**src/rtl/rgb_led_effect_sequencer_macros.svh**
```systemverilog
// ---------------------------------------------------------------------------
// RGB LED effect sequencer assertion macros
// Assertion helpers used by the sequencer top level.
// ---------------------------------------------------------------------------
`ifndef RGB_LED_EFFECT_SEQUENCER_MACROS_SVH
`define RGB_LED_EFFECT_SEQUENCER_MACROS_SVH
`ifndef SYNTH
`define ASSERT_IMPL(label, clk, rst_n, ante, cons) \
  label: assert property (@(posedge clk) disable iff (!rst_n) (ante) |-> (cons)) \
    else $error("assertion failed");
`define ASSERT_NEXT(label, clk, rst_n, ante, cons) \
  label: assert property (@(posedge clk) disable iff (!rst_n) (ante) |=> (cons)) \
    else $error("assertion failed");
`else
`define ASSERT_IMPL(label, clk, rst_n, ante, cons)
`define ASSERT_NEXT(label, clk, rst_n, ante, cons)
`endif
`endif

```
**src/rtl/rles_pkg.sv**
```systemverilog
// ---------------------------------------------------------------------------
// RGB LED effect sequencer package
// Shared types, register indexes, mode codes and color helpers.
// ---------------------------------------------------------------------------
package rles_pkg;
  localparam logic [2:0] REG_MODE = 3'd0;
  localparam logic [2:0] REG_BRIGHT = 3'd1;
  localparam logic [2:0] REG_COLOR1 = 3'd2;
  localparam logic [2:0] REG_COLOR2 = 3'd3;
  localparam logic [2:0] REG_COLOR3 = 3'd4;
  localparam logic [2:0] REG_MINPEAK = 3'd5;
  localparam logic [2:0] REG_FLOOR = 3'd6;

  localparam logic [2:0] MODE_STATIC = 3'd0;
  localparam logic [2:0] MODE_BREATHE = 3'd1;
  localparam logic [2:0] MODE_CHANGE = 3'd2;
  localparam logic [2:0] MODE_RAINBOW = 3'd3;
  localparam logic [2:0] MODE_BLINK = 3'd4;
  localparam logic [2:0] MODE_EQ = 3'd5;
  localparam logic [2:0] MODE_SPARE_A = 3'd6;
  localparam logic [2:0] MODE_SPARE_B = 3'd7;

  typedef struct packed {
    logic start;
    logic [1:0] sel;
    logic update;
  } rles_cmd_t;

  typedef struct packed {
    logic div_done;
  } rles_sts_t;

  function automatic logic [23:0] pack_rgb(input logic [9:0] r, input logic [9:0] g,
                                           input logic [9:0] b);
    pack_rgb = {r[7:0], g[7:0], b[7:0]};
  endfunction

  function automatic logic [23:0] wheel_color(input logic [9:0] c);
    if (c < 10'd100) wheel_color = pack_rgb(10'd100, c, 10'd0);
    else if (c < 10'd200) wheel_color = pack_rgb(10'd200 - c, 10'd100, 10'd0);
    else if (c < 10'd300) wheel_color = pack_rgb(10'd0, 10'd100, c - 10'd200);
    else if (c < 10'd400) wheel_color = pack_rgb(10'd0, 10'd400 - c, 10'd100);
    else if (c < 10'd500) wheel_color = pack_rgb(c - 10'd400, 10'd0, 10'd100);
    else if (c <= 10'd600) wheel_color = pack_rgb(10'd100, 10'd0, 10'd600 - c);
    else wheel_color = pack_rgb(10'd100, 10'd0, 10'd0);
  endfunction

  function automatic logic [23:0] audio_color(input logic [9:0] c);
    if (c < 10'd100) audio_color = pack_rgb(10'd0, c, 10'd0);
    else if (c < 10'd200) audio_color = pack_rgb(c - 10'd100, 10'd200 - c, 10'd0);
    else if (c < 10'd300) audio_color = pack_rgb(10'd100, 10'd0, 10'd0);
    else if (c < 10'd400) audio_color = pack_rgb(10'd400 - c, 10'd0, c - 10'd300);
    else audio_color = pack_rgb(10'd0, 10'd0, 10'd100);
  endfunction
endpackage

```
**src/rtl/rles_ctrl.sv**
```systemverilog
// ---------------------------------------------------------------------------
// RGB LED effect sequencer controller
// Sequences the three ratio divisions and the final state update.
// ---------------------------------------------------------------------------
module rles_ctrl import rles_pkg::*; (
  input  logic      clk,
  input  logic      rst_n,
  input  logic      in_valid,
  output logic      in_ready,
  output logic      out_valid,
  input  logic      out_ready,
  output rles_cmd_t cmd,
  input  rles_sts_t sts
);
  typedef enum logic [2:0] {S_IDLE, S_START, S_WAIT, S_UPD, S_OUT} state_t;
  state_t state_r;
  logic [1:0] sel_r;

  assign in_ready = (state_r == S_IDLE);
  assign out_valid = (state_r == S_OUT);
  assign cmd.start = (state_r == S_START);
  assign cmd.sel = sel_r;
  assign cmd.update = (state_r == S_UPD);

  always_ff @(posedge clk) begin
    if (!rst_n) begin
      state_r <= S_IDLE;
      sel_r <= 2'd0;
    end else begin
      case (state_r)
        S_IDLE: if (in_valid) begin
          state_r <= S_START;
          sel_r <= 2'd0;
        end
        S_START: state_r <= S_WAIT;
        S_WAIT: if (sts.div_done) begin
          if (sel_r == 2'd2) state_r <= S_UPD;
          else begin
            sel_r <= sel_r + 2'd1;
            state_r <= S_START;
          end
        end
        S_UPD: state_r <= S_OUT;
        S_OUT: if (out_ready) state_r <= S_IDLE;
        default: state_r <= S_IDLE;
      endcase
    end
  end
endmodule

```
**src/rtl/rles_datapath.sv**
```systemverilog
// ---------------------------------------------------------------------------
// RGB LED effect sequencer datapath
// Configuration, effect state, a bit-serial divider and the result register.
// ---------------------------------------------------------------------------
module rles_datapath import rles_pkg::*; #(
  parameter int LEVEL_BITS = 16
) (
  input  logic                  clk,
  input  logic                  rst_n,
  input  logic                  in_accept,
  input  logic [LEVEL_BITS-1:0] in_peak_long,
  input  logic [LEVEL_BITS-1:0] in_peak_short,
  input  logic [LEVEL_BITS-1:0] in_peak_low_band,
  input  logic [LEVEL_BITS-1:0] in_peak_mid_band,
  input  logic [LEVEL_BITS-1:0] in_peak_high_band,
  input  logic                  cfg_we,
  input  logic [2:0]            cfg_index,
  input  logic [23:0]           cfg_data,
  input  rles_cmd_t             cmd,
  output rles_sts_t             sts,
  output logic [23:0]           pix_one,
  output logic [23:0]           pix_two,
  output logic [23:0]           pix_three,
  output logic [7:0]            bright
);
  localparam int NB = LEVEL_BITS + 10;
  localparam int DW = (LEVEL_BITS > 16) ? LEVEL_BITS : 16;
  localparam int CW = $clog2(NB + 1);

  logic [2:0] mode_r;
  logic [7:0] maxb_r, blev_r, bright_r;
  logic [15:0] minp_r, floor_r;
  logic [9:0] phase_r;
  logic [23:0] px_r [3];
  logic [LEVEL_BITS-1:0] long_r, lvl_r [3];
  logic [DW-1:0] div_r;
  logic [NB-1:0] quo_r;
  logic [DW-1:0] rem_r;
  logic [CW-1:0] cnt_r;
  logic busy_r;
  logic [9:0] rat_r [3];

  logic [DW-1:0] minp_ext, floor_ext, dv, diff;
  logic [LEVEL_BITS-1:0] lvl_sel, lvl_eff;
  logic [NB-1:0] num;
  logic [DW:0] trial;
  logic ge;
  logic [9:0] ph_c, ph_r, lv_dec;
  logic [7:0] blev_n;

  always_comb begin
    minp_ext = DW'(minp_r);
    floor_ext = DW'(floor_r);
    dv = (DW'(long_r) < minp_ext) ? minp_ext : DW'(long_r);
    if (dv == '0) dv = DW'(1);
    lvl_sel = (mode_r == MODE_BLINK) ? lvl_r[0] : lvl_r[cmd.sel];
    lvl_eff = (DW'(lvl_sel) < floor_ext) ? '0 : lvl_sel;
    num = NB'(lvl_eff) * NB'(600);
    trial = {rem_r, quo_r[NB-1]};
    ge = (trial >= {1'b0, div_r});
    diff = DW'(trial - {1'b0, div_r});
  end

  assign sts.div_done = busy_r && (cnt_r == CW'(0));

  always_ff @(posedge clk) begin
    if (!rst_n) begin
      busy_r <= 1'b0;
      cnt_r <= '0;
    end else if (cmd.start) begin
      busy_r <= 1'b1;
      cnt_r <= CW'(NB);
    end else if (busy_r) begin
      if (cnt_r == CW'(0)) busy_r <= 1'b0;
      else cnt_r <= cnt_r - CW'(1);
    end
  end

  always_ff @(posedge clk) begin
    if (cmd.start) begin
      quo_r <= num;
      rem_r <= '0;
      div_r <= dv;
    end else if (busy_r && cnt_r != CW'(0)) begin
      if (ge) begin
        rem_r <= diff;
        quo_r <= {quo_r[NB-2:0], 1'b1};
      end else begin
        rem_r <= trial[DW-1:0];
        quo_r <= {quo_r[NB-2:0], 1'b0};
      end
    end else if (sts.div_done) begin
      rat_r[cmd.sel] <= (quo_r >= NB'(400)) ? 10'd400 : quo_r[9:0];
    end
    if (in_accept) begin
      long_r <= in_peak_long;
      lvl_r[0] <= (mode_r == MODE_BLINK) ? in_peak_short : in_peak_low_band;
      lvl_r[1] <= in_peak_mid_band;
      lvl_r[2] <= in_peak_high_band;
    end
  end

  always_comb begin
    ph_c = (phase_r >= 10'd600) ? 10'd0 : phase_r + 10'd1;
    ph_r = (phase_r >= 10'd300) ? 10'd0 : phase_r + 10'd1;
    blev_n = (phase_r == 10'd0) ? blev_r + 8'd1 : blev_r - 8'd1;
    lv_dec = 10'd0;
  end

  always_ff @(posedge clk) begin
    if (!rst_n) begin
      mode_r <= MODE_STATIC;
      maxb_r <= 8'd0;
      minp_r <= 16'd1024;
      floor_r <= 16'd64;
      phase_r <= 10'd0;
      blev_r <= 8'd0;
      bright_r <= 8'd0;
      px_r[0] <= 24'd0;
      px_r[1] <= 24'd0;
      px_r[2] <= 24'd0;
    end else if (cfg_we) begin
      case (cfg_index)
        REG_MODE: mode_r <= cfg_data[2:0];
        REG_BRIGHT: maxb_r <= cfg_data[7:0];
        REG_COLOR1: px_r[0] <= cfg_data;
        REG_COLOR2: px_r[1] <= cfg_data;
        REG_COLOR3: px_r[2] <= cfg_data;
        REG_MINPEAK: minp_r <= cfg_data[15:0];
        REG_FLOOR: floor_r <= cfg_data[15:0];
        default: ;
      endcase
    end else if (cmd.update) begin
      bright_r <= (mode_r == MODE_BREATHE) ? blev_r : maxb_r;
      case (mode_r)
        MODE_STATIC: ;
        MODE_BREATHE: begin
          blev_r <= blev_n;
          if (blev_n >= maxb_r) phase_r <= 10'd1;
          else if (blev_n == 8'd0) phase_r <= lv_dec;
        end
        MODE_CHANGE: begin
          phase_r <= ph_c;
          px_r[0] <= wheel_color(ph_c);
          px_r[1] <= wheel_color(ph_c);
          px_r[2] <= wheel_color(ph_c);
        end
        MODE_RAINBOW: begin
          phase_r <= ph_r;
          if (ph_r < 10'd100) begin
            px_r[0] <= pack_rgb(10'd100 - ph_r, ph_r, 10'd0);
            px_r[1] <= pack_rgb(10'd0, 10'd100 - ph_r, ph_r);
            px_r[2] <= pack_rgb(ph_r, 10'd0, 10'd100 - ph_r);
          end else if (ph_r < 10'd200) begin
            px_r[0] <= pack_rgb(10'd0, 10'd200 - ph_r, ph_r - 10'd100);
            px_r[1] <= pack_rgb(ph_r - 10'd100, 10'd0, 10'd200 - ph_r);
            px_r[2] <= pack_rgb(10'd200 - ph_r, ph_r - 10'd100, 10'd0);
          end else begin
            px_r[0] <= pack_rgb(ph_r - 10'd200, 10'd0, 10'd300 - ph_r);
            px_r[1] <= pack_rgb(10'd300 - ph_r, ph_r - 10'd200, 10'd0);
            px_r[2] <= pack_rgb(10'd0, 10'd300 - ph_r, ph_r - 10'd200);
          end
        end
        MODE_BLINK: begin
          px_r[0] <= audio_color(rat_r[0]);
          px_r[1] <= audio_color(rat_r[0]);
          px_r[2] <= audio_color(rat_r[0]);
        end
        default: begin
          px_r[0] <= audio_color(rat_r[0]);
          px_r[1] <= audio_color(rat_r[1]);
          px_r[2] <= audio_color(rat_r[2]);
        end
      endcase
    end
  end

  assign pix_one = px_r[0];
  assign pix_two = px_r[1];
  assign pix_three = px_r[2];
  assign bright = bright_r;
endmodule

```
**src/rtl/rgb_led_effect_sequencer.sv**
```systemverilog
// The bit-serial divider runs once per pixel, three times per input word, and a new
// word is accepted only after the last result has been taken: a waiting result holds
// off the input. Synchronous active-low reset restores register defaults and clears state.
// ---------------------------------------------------------------------------
// RGB LED effect sequencer
// Top level joining the controller and the datapath.
// ---------------------------------------------------------------------------
module rgb_led_effect_sequencer import rles_pkg::*; #(
  parameter int LEVEL_BITS = 16
) (
  input  logic                  clk,
  input  logic                  rst_n,
  input  logic                  in_valid,
  output logic                  in_ready,
  input  logic [LEVEL_BITS-1:0] in_peak_long,
  input  logic [LEVEL_BITS-1:0] in_peak_short,
  input  logic [LEVEL_BITS-1:0] in_peak_low_band,
  input  logic [LEVEL_BITS-1:0] in_peak_mid_band,
  input  logic [LEVEL_BITS-1:0] in_peak_high_band,
  output logic                  out_valid,
  input  logic                  out_ready,
  output logic [7:0]            out_red_one,
  output logic [7:0]            out_green_one,
  output logic [7:0]            out_blue_one,
  output logic [7:0]            out_red_two,
  output logic [7:0]            out_green_two,
  output logic [7:0]            out_blue_two,
  output logic [7:0]            out_red_three,
  output logic [7:0]            out_green_three,
  output logic [7:0]            out_blue_three,
  output logic [7:0]            out_pixel_brightness,
  input  logic                  cfg_we,
  input  logic [2:0]            cfg_index,
  input  logic [23:0]           cfg_data
);
  `include "rgb_led_effect_sequencer_macros.svh"
  rles_cmd_t cmd;
  rles_sts_t sts;
  logic [23:0] p1, p2, p3;

  rles_ctrl u_ctrl (
    .clk, .rst_n, .in_valid, .in_ready, .out_valid, .out_ready, .cmd, .sts
  );

  rles_datapath #(.LEVEL_BITS(LEVEL_BITS)) u_dp (
    .clk, .rst_n, .in_accept(in_valid && in_ready), .in_peak_long, .in_peak_short,
    .in_peak_low_band, .in_peak_mid_band, .in_peak_high_band, .cfg_we, .cfg_index,
    .cfg_data, .cmd, .sts, .pix_one(p1), .pix_two(p2), .pix_three(p3),
    .bright(out_pixel_brightness)
  );

  assign {out_red_one, out_green_one, out_blue_one} = p1;
  assign {out_red_two, out_green_two, out_blue_two} = p2;
  assign {out_red_three, out_green_three, out_blue_three} = p3;

  `ASSERT_IMPL(a_ready_excl, clk, rst_n, out_valid, !in_ready)
  `ASSERT_NEXT(a_accept_busy, clk, rst_n, in_valid && in_ready, !in_ready)
  `ASSERT_IMPL(a_start_upd, clk, rst_n, cmd.start, !cmd.update)
endmodule
```
**config.mk**
```make
export PLATFORM = sky130hd
export DESIGN_NAME = rgb_led_effect_sequencer
export DESIGN_NICKNAME = d
export VERILOG_FILES = /design/src/rtl/rles_pkg.sv /design/src/rtl/rles_ctrl.sv /design/src/rtl/rles_datapath.sv /design/src/rtl/rgb_led_effect_sequencer.sv
export VERILOG_INCLUDE_DIRS = /design/src /design/src/rtl
export SDC_FILE = /design/constraint.sdc
export NUM_CORES = 1
export LEC_CHECK = 0
export BUFFER_PORTS_ARGS = -buffer_cell sky130_fd_sc_hd__buf_2
export CAP_MARGIN = 30
export CORE_MARGIN = 4
export CORE_UTILIZATION = 38
export CTS_CLUSTER_DIAMETER = 100
export DETAILED_ROUTE_END_ITERATION = 10
export PLACE_DENSITY = 0.55
export SLEW_MARGIN = 20
export SYNTH_ARGS = -nofsm -noshare
export SYNTH_HDL_FRONTEND = slang
export SYNTH_HIERARCHICAL = 1
export SYNTH_SLANG_ARGS = --single-unit
export TNS_END_PERCENT = 10
```
**constraint.sdc**
```tcl
create_clock -name clk -period 12.7 [get_ports clk]
set_input_delay 2.54 -clock clk [delete_from_list [all_inputs] [get_ports clk]]
set_output_delay 2.54 -clock clk [all_outputs]
set_load 0.05 [all_outputs]
```
==> impl_metrics.json, run 1 <==
{
  "synth_top_family_by_area": "compound AO/OA/AOI/OAI gates",
  "cts_resized": 0,
  "period_share_pct": 68.2,
  "fin_tns_setup_ns": 0,
  "muxShareOfSynthArea_pct": 2.22,
  "switching_share_pct": 32.9,
  "core_area_sq_um": 55300,
  "cts_tree": "yes",
  "wl_per_cell_microns": 22.6,
  "cp.required_ns": 13.09,
  "hp-class": "reg2reg",
  "final_hold_viol_count": 0,
  "syn_area_per_cell_sq_um": 8.93,
  "clock_path_buffers": 3,
  "cpPeakStageDelay_ns": 0.89,
  "rsz0062_at_grt": "false",
  "synth.top_cell.area_share_pct": 28.9,
  "postCtsHoldBufs": 0,
  "syn_area_sq_um": 21300,
  "seqPwrFrac_pct": 36.9,
  "slowest_stage": "dfxtp_1",
  "gp_congestion": 0.960,
  "cts_sinks": 304,
  "cts_inserted_buffers": 36,
  "cp-start-kind": "flop",
  "synth-adder-area-share_pct": 11.6,
  "vias": 18884,
  "grt.overflow.total": 0,
  "synth.ff_latch_count": 304,
  "boundaryPins": 194,
  "ys_warn_count": 6,
  "initial_core_util_pct": 38.5,
  "first_global_vias": 18543,
  "p_switching_uw": 1050,
  "synth-compound-area-share_pct": 19.7,
  "clkLatencyLatePin_ns": 0.57,
  "clkPwrFrac_pct": 32.9,
  "drive_gt1_share_pct": 14.5,
  "yosysTopAreaCell": "edfxtp_1",
  "slew_viol_final": 0,
  "crit_top_cell": "ha_1",
  "synth.most_common_cell": "nand2_1",
  "area_growth_pct": 14.0,
  "ys_types": 103,
  "synth-simple-area-share_pct": 18.5,
  "wl_microns": 75100,
  "netlist_instances": 2383,
  "h-tree-depth": 2,
  "critical_path_class": "reg2reg",
  "synth_edf_count": 205,
  "grt_pass1_wl_microns": 113000,
  "cp-end-kind": "flop",
  "final.setup.worst_slack_ns": 4.04,
  "irDropWorstVdd_mv": 0.126,
  "drc": 0,
  "finalNetCount": 2837,
  "die_x_microns": 245,
  "die_h_microns": 245,
  "via_per_inst": 5.69,
  "post-dp-hpwl_microns": 58900,
  "synth-xor-area-share_pct": 4.47,
  "cts-root-buf": "clkbuf_16",
  "r2r_slack_ns": 4.04,
  "pwr-share-comb_pct": 30.2,
  "worst_pin_slew_ns": 0.901,
  "async_flop_share_pct": 0,
  "path_max_fanout": 33,
  "io_buffers": 193,
  "synth-main-ff-cell": "edfxtp_1",
  "arrival_ns": 9.05,
  "yosys-top-cells-count": "nand2_1 (345), edfxtp_1 (205), a21oi_1 (196)",
  "yosysSeqAreaShare_pct": 38.2,
  "p_per_area_nw_per_um2": 132,
  "p_leak_uw": 0.00965,
  "internal-power_uw": 2150,
  "maxCapViolations": 0,
  "status": "finished, final reports clean",
  "initialDrtViolationCount": 1707,
  "antenna_left": 0,
  "rows": 86,
  "die-area_sq_um": 59900,
  "grt_usage_pct": 24.4,
  "grt_max_degree": 65,
  "place_ws_ns": 4.00,
  "slew_headroom_pct": 39.3,
  "clk_pin_slew_ns": 0.06,
  "setup_viol_count_final": 0,
  "antenna_found_initial": 3,
  "first_pass_iters": 8,
  "max_freq_mhz": 115,
  "cts_setup_buffers": 0,
  "skew_ns": 0.0390,
  "layout_min_cycle_time_ns": 8.66,
  "yosys-top-cells-area": "edfxtp_1 (29%), dfxtp_1 (9.3%), ha_1 (9.3%), nand2_1 (6.1%), a21oi_1 (4.6%)"
}
-- logic make-up (layout without fill, tap and decap cells) --
logic type | Yosys count | after routing
flops | 304 | 304
mux | 45 | 45
fa+ha+maj | 183 | 183
other cells | 1 | 6
compound gates | 639 | 639
simple gates | 830 | 830
xor+xnor | 107 | 107
buf+inv | 274 | 459
-- final timing paths --
kind	start	endpoint	cells past startpoint
worst max-delay path	u_dp/mode_r[0]	u_dp/quo_r[24]	31
worst min-delay path	u_dp/floor_ext[15]	u_dp/floor_ext[15]	2
worst max register to register	u_dp/mode_r[0]	u_dp/quo_r[24]	31
worst min register to register	u_dp/floor_ext[15]	u_dp/floor_ext[15]	2
-- power groups by stage --
stage / registers, uW / logic, uW / clock network, uW
global placement: 1200 / 943 / 0
floorplan: 1240 / 687 / 0
finish: 1180 / 967 / 1050
global route: 1190 / 1100 / 1120
CTS: 1180 / 971 / 1080
detailed placement: 1200 / 964 / 0
-- layout make-up --
type,count,area (sq um)
Clock buffer,42,965
Multi-Input combinational cell,1807,12100
Tap cell,748,936
Timing Repair Buffer,224,1240
Fill cell,5515,31000
Inverter,169,634
Clock inverter,24,250
Antenna cell,3,7.51
Sequential cell,304,8140
-- layout by cell type, fill, tap and decap left out, types with 27 or more instances in the layout --
master | Yosys | layout
xnor2_1 | 73 | 73
edfxtp_1 | 205 | 205
a21oi_1 | 196 | 195
dfxtp_1 | 99 | 99
a21o_1 | 31 | 31
nor2b_1 | 37 | 36
o211ai_1 | 28 | 28
xor2_1 | 32 | 32
buf_2 | 13 | 193
clkbuf_16 | 0 | 37
nand2_1 | 345 | 345
o21ai_0 | 134 | 134
buf_4 | 7 | 27
inv_1 | 164 | 164
mux2i_1 | 27 | 27
nor2_1 | 152 | 152
nand2b_1 | 49 | 49
nor3_1 | 39 | 39
nand3_1 | 65 | 65
ha_1 | 158 | 158
nor4_1 | 32 | 32
-- per-layer routing --
metal  GRT usage [%]  share of wire [%]
met3            4.56                6.9
met5               0                  0
met1            31.6                 42
met4            9.87                4.5
met2            40.4                 46
-- critical path: cells and delay by family, from the launching register on --
kind / cells / cell delay [ns]
and+or+nand+nor: 6 / 1.78
DFF: 1 / 0.89
adders and majority gates: 6 / 2.30
AOI/OAI and AO/OA: 15 / 3.04
buffers and inverters: 4 / 0.45
-- registers in the layout, indices dropped and copies added, names as in the netlist, 2 cells and up --
name / count
u_dp/long_r: 16
u_dp/blev_r: 8
u_dp/cnt_r: 5
u_dp/minp_ext: 16
u_dp/quo_r: 26
u_dp/mode_r: 3
u_dp/floor_ext: 16
u_dp/maxb_r: 8
u_dp/phase_r: 10
u_ctrl/sel_r: 2
u_dp/px_r: 72
u_dp/rat_r: 30
u_dp/rem_r: 16
u_ctrl/state_r: 3
u_dp/lvl_r: 48
u_dp/div_r: 16
u_dp/bright: 8
-- stage by stage --
step	util (%)	hold WS [ns]	cell area, sq um	power, uW	std cells
after detailed placement	41.7	0.452	23000	2170	3251
after CTS	43.8	0.462	24300	3240	3317
after global placement	41.5	0.445	23000	2140	3246
after floorplan	-	0.436	21300	1920	2385
final	43.9	0.464	24300	3200	3321
after global routing	43.9	0.485	24300	3410	3321
(Power assumes the default switching activity.)
==> inputs of run 2 (changes only) <==
- ABC_AREA: default -> 1
- clock period: 12.7 -> 8.6 ns (I/O delays scaled with it)
==> run 2 against run 1 <==
  * Utilization about the same
  * Global-route usage is 0.32 points lower
  * Critical path type unchanged
  * Setup slack worse by 2.6 ns
  * Highest routed layer unchanged
  * Largest power group is now combinational cells
  * Non-clock buffer count decreased by 10
  * Hold slack improved by 0.0014 ns
  * Clock power is 47% higher
==> impl_metrics.json, run 2 <==
{
  "status": "finished, final reports clean",
  "rr_startpoint": "u_ctrl/sel_r[1]",
  "die_x_microns": 245,
  "synth-compound-area-share_pct": 13.2,
  "clock_path_buffers": 3,
  "die-area_sq_um": 59800,
  "synth.top_cell.area_share_pct": 29.0,
  "drc": 0,
  "synth_top_family_by_area": "simple AND/OR/NAND/NOR gates",
  "fin_tns_setup_ns": 0,
  "wl_per_cell_microns": 19.8,
  "yosys-top-cells-count": "nand2_1 (700), inv_1 (393), edfxtp_1 (205)",
  "p_leak_uw": 0.0115,
  "crit_top_cell": "nand2_1",
  "boundaryPins": 194,
  "setup_viol_count_final": 0,
  "synth.ff_latch_count": 304,
  "top_regs": "u_dp/px_r (72), u_dp/lvl_r (48), u_dp/rat_r (30)",
  "syn_area_sq_um": 21300,
  "critical_path_class": "reg2reg",
  "min_to": "u_dp/floor_ext[7]",
  "cp.required_ns": 8.89,
  "path_max_fanout": 21,
  "synth-adder-area-share_pct": 11.7,
  "syn_area_per_cell_sq_um": 7.68,
  "drive_gt1_share_pct": 12.1,
  "antenna_found_initial": 1,
  "muxShareOfSynthArea_pct": 0,
  "yosys-top-cells-area": "edfxtp_1 (29%), nand2_1 (12%), dfxtp_1 (9.3%), ha_1 (9.3%), inv_1 (6.9%)",
  "h-tree-depth": 2,
  "finalCoreUtilization_pct": 43.9,
  "async_flop_share_pct": 0,
  "crit_start": "u_ctrl/sel_r[1]",
  "layout_commonest_cell": "nand2_1",
  "grt.overflow.total": 0,
  "cp-start-kind": "flop",
  "r2r_cells": 31,
  "cts_tree": "yes",
  "cpPeakStageDelay_ns": 0.73,
  "via_per_inst": 5.27,
  "period_share_pct": 83.2,
  "max_freq_mhz": 140,
  "seqCellArea_sq_um": 8140,
  "core_area_sq_um": 55200,
  "final_hold_viol_count": 0,
  "rows": 86,
  "yosysTopAreaCell": "edfxtp_1",
  "hold_slack_ns": 0.466,
  "synth-main-ff-cell": "edfxtp_1",
  "grt_pass1_wl_microns": 113000,
  "min-delay-start": "u_dp/floor_ext[7]",
  "first_pass_iters": 6,
  "vias": 19633,
  "largest_reg_flops": 72,
  "netlist_instances": 2767,
  "layout_min_cycle_time_ns": 7.16,
  "initialDrtViolationCount": 1606,
  "maxCapViolations": 0,
  "skew_ns": 0.0215,
  "worstReg2RegEnd": "u_dp/quo_r[23]",
  "finalNetCount": 3245,
  "synth.most_common_cell": "nand2_1",
  "hp-class": "reg2reg",
  "worst_pin_slew_ns": 0.927,
  "mostFrequentLayoutCells": "nand2_1 (700), inv_1 (392), edfxtp_1 (205)",
  "synth-xor-area-share_pct": 2.72,
  "nFillCells": 5638,
  "ys_types": 70,
  "slew_viol_final": 0,
  "whs_path_depth": 2,
  "p_per_area_nw_per_um2": 392,
  "ys_warn_count": 6,
  "r2r_slack_ns": 1.44,
  "first_global_vias": 19157,
  "slowest_stage": "dfxtp_1",
  "wl_microns": 73900,
  "cp-end-kind": "flop",
  "antenna_left": 0,
  "initial_core_util_pct": 38.5,
  "clk_pin_slew_ns": 0.06,
  "io_buffers": 193,
  "rsz0062_at_grt": "false",
  "grt_usage_pct": 24.1,
  "cts_resized": 0,
  "multi_input_area_sq_um": 11300,
  "totalPowerFinal_uw": 9510,
  "clkLatencyLatePin_ns": 0.57,
  "synth_edf_count": 205,
  "irDropWorstVdd_mv": 0.481,
  "gp_congestion": 0.967,
  "slew_headroom_pct": 38.0,
  "yosysSeqAreaShare_pct": 38.3,
  "cts_inserted_buffers": 37,
  "cts_setup_buffers": 0,
  "cts_sinks": 304,
  "largest-register": "u_dp/px_r",
  "postCtsHoldBufs": 0,
  "arrival_ns": 7.45,
  "synth-simple-area-share_pct": 25.2,
  "post-dp-hpwl_microns": 59100,
  "cts-root-buf": "clkbuf_16",
  "area_growth_pct": 14.0,
  "grt_max_degree": 49,
  "die_h_microns": 245
}
run 2: changes by cell type after synthesis, moves of 27 or more:
cell      before  now
inv_1        164  393
mux2i_1       27    0
nor2b_1       37    0
o21ai_0      134  173
nand2b_1      49    0
o22ai_1        7   37
nor2_1       152  187
nand4_1       12   46
nand2_1      345  700
nand3_1       65  196
xnor2_1       73   11
run 2: kinds of logic (layout without fill, tap and decap cells):
kind of cell / count (synthesis) / in the layout
compound gates: 495 / 495
xor+xnor: 66 / 66
other cells: 1 / 4
simple gates: 1231 / 1231
flops: 304 / 304
fa+ha+maj: 183 / 183
buf+inv: 487 / 697
run 2: worst max-delay path by stage:
stage | end | slack, ns | depth (start not counted)
after floorplan | u_dp/quo_r[23] | 2.70 | 34
after global placement | u_dp/quo_r[23] | 1.45 | 29
after detailed placement | u_dp/quo_r[23] | 1.31 | 32
after CTS | u_dp/quo_r[23] | 1.25 | 32
after global routing | u_dp/quo_r[23] | 0.67 | 31
final | u_dp/quo_r[23] | 1.44 | 31
run 2: critical path, delay by kind of cell, from the launching register on:
kind / cells / cell delay, ns
buffers and inverters: 5 / 0.96
adder cells (fa/ha/maj): 6 / 2.32
AO/OA/AOI/OAI: 7 / 1.15
flip-flops: 1 / 0.73
AND/OR/NAND/NOR: 13 / 1.72
run 2: layer usage:
layer  part of all wire (%)  wire [microns]  global-route usage [%]
met1                     44           32200                    31.5
met4                    3.7            2720                    8.44
met2                     47           34900                    41.3
met3                    5.5            4080                    2.94
met5                      0               0                       0
run 2: report_power, final:
group	total, uW	internal, uW	switching, uW	leakage [uW]
Combinational	5910	2160	3750	0.00813
Sequential	2060	1920	141	0.00277
Clock	1540	895	648	0.000584
run 2: layout make-up:
type / count / share of cell area [%]
multi-input combinational: 1978 / 46.5
sequential: 304 / 33.6
inverter: 415 / 6.46
timing repair buffer: 214 / 4.66
clock buffer: 43 / 3.91
tap: 748 / 3.86
clock inverter: 25 / 1.06
antenna: 1 / 0.0103
run 2: metrics by stage:
stage                     area [sq um]  std cells  setup WS [ns]
after detailed placement         23000       3658           1.31
after CTS                        24200       3726           1.25
after floorplan                  21300       2769           2.70
after global routing             24200       3728          0.668
after global placement           23000       3656           1.45
final                            24200       3728           1.44
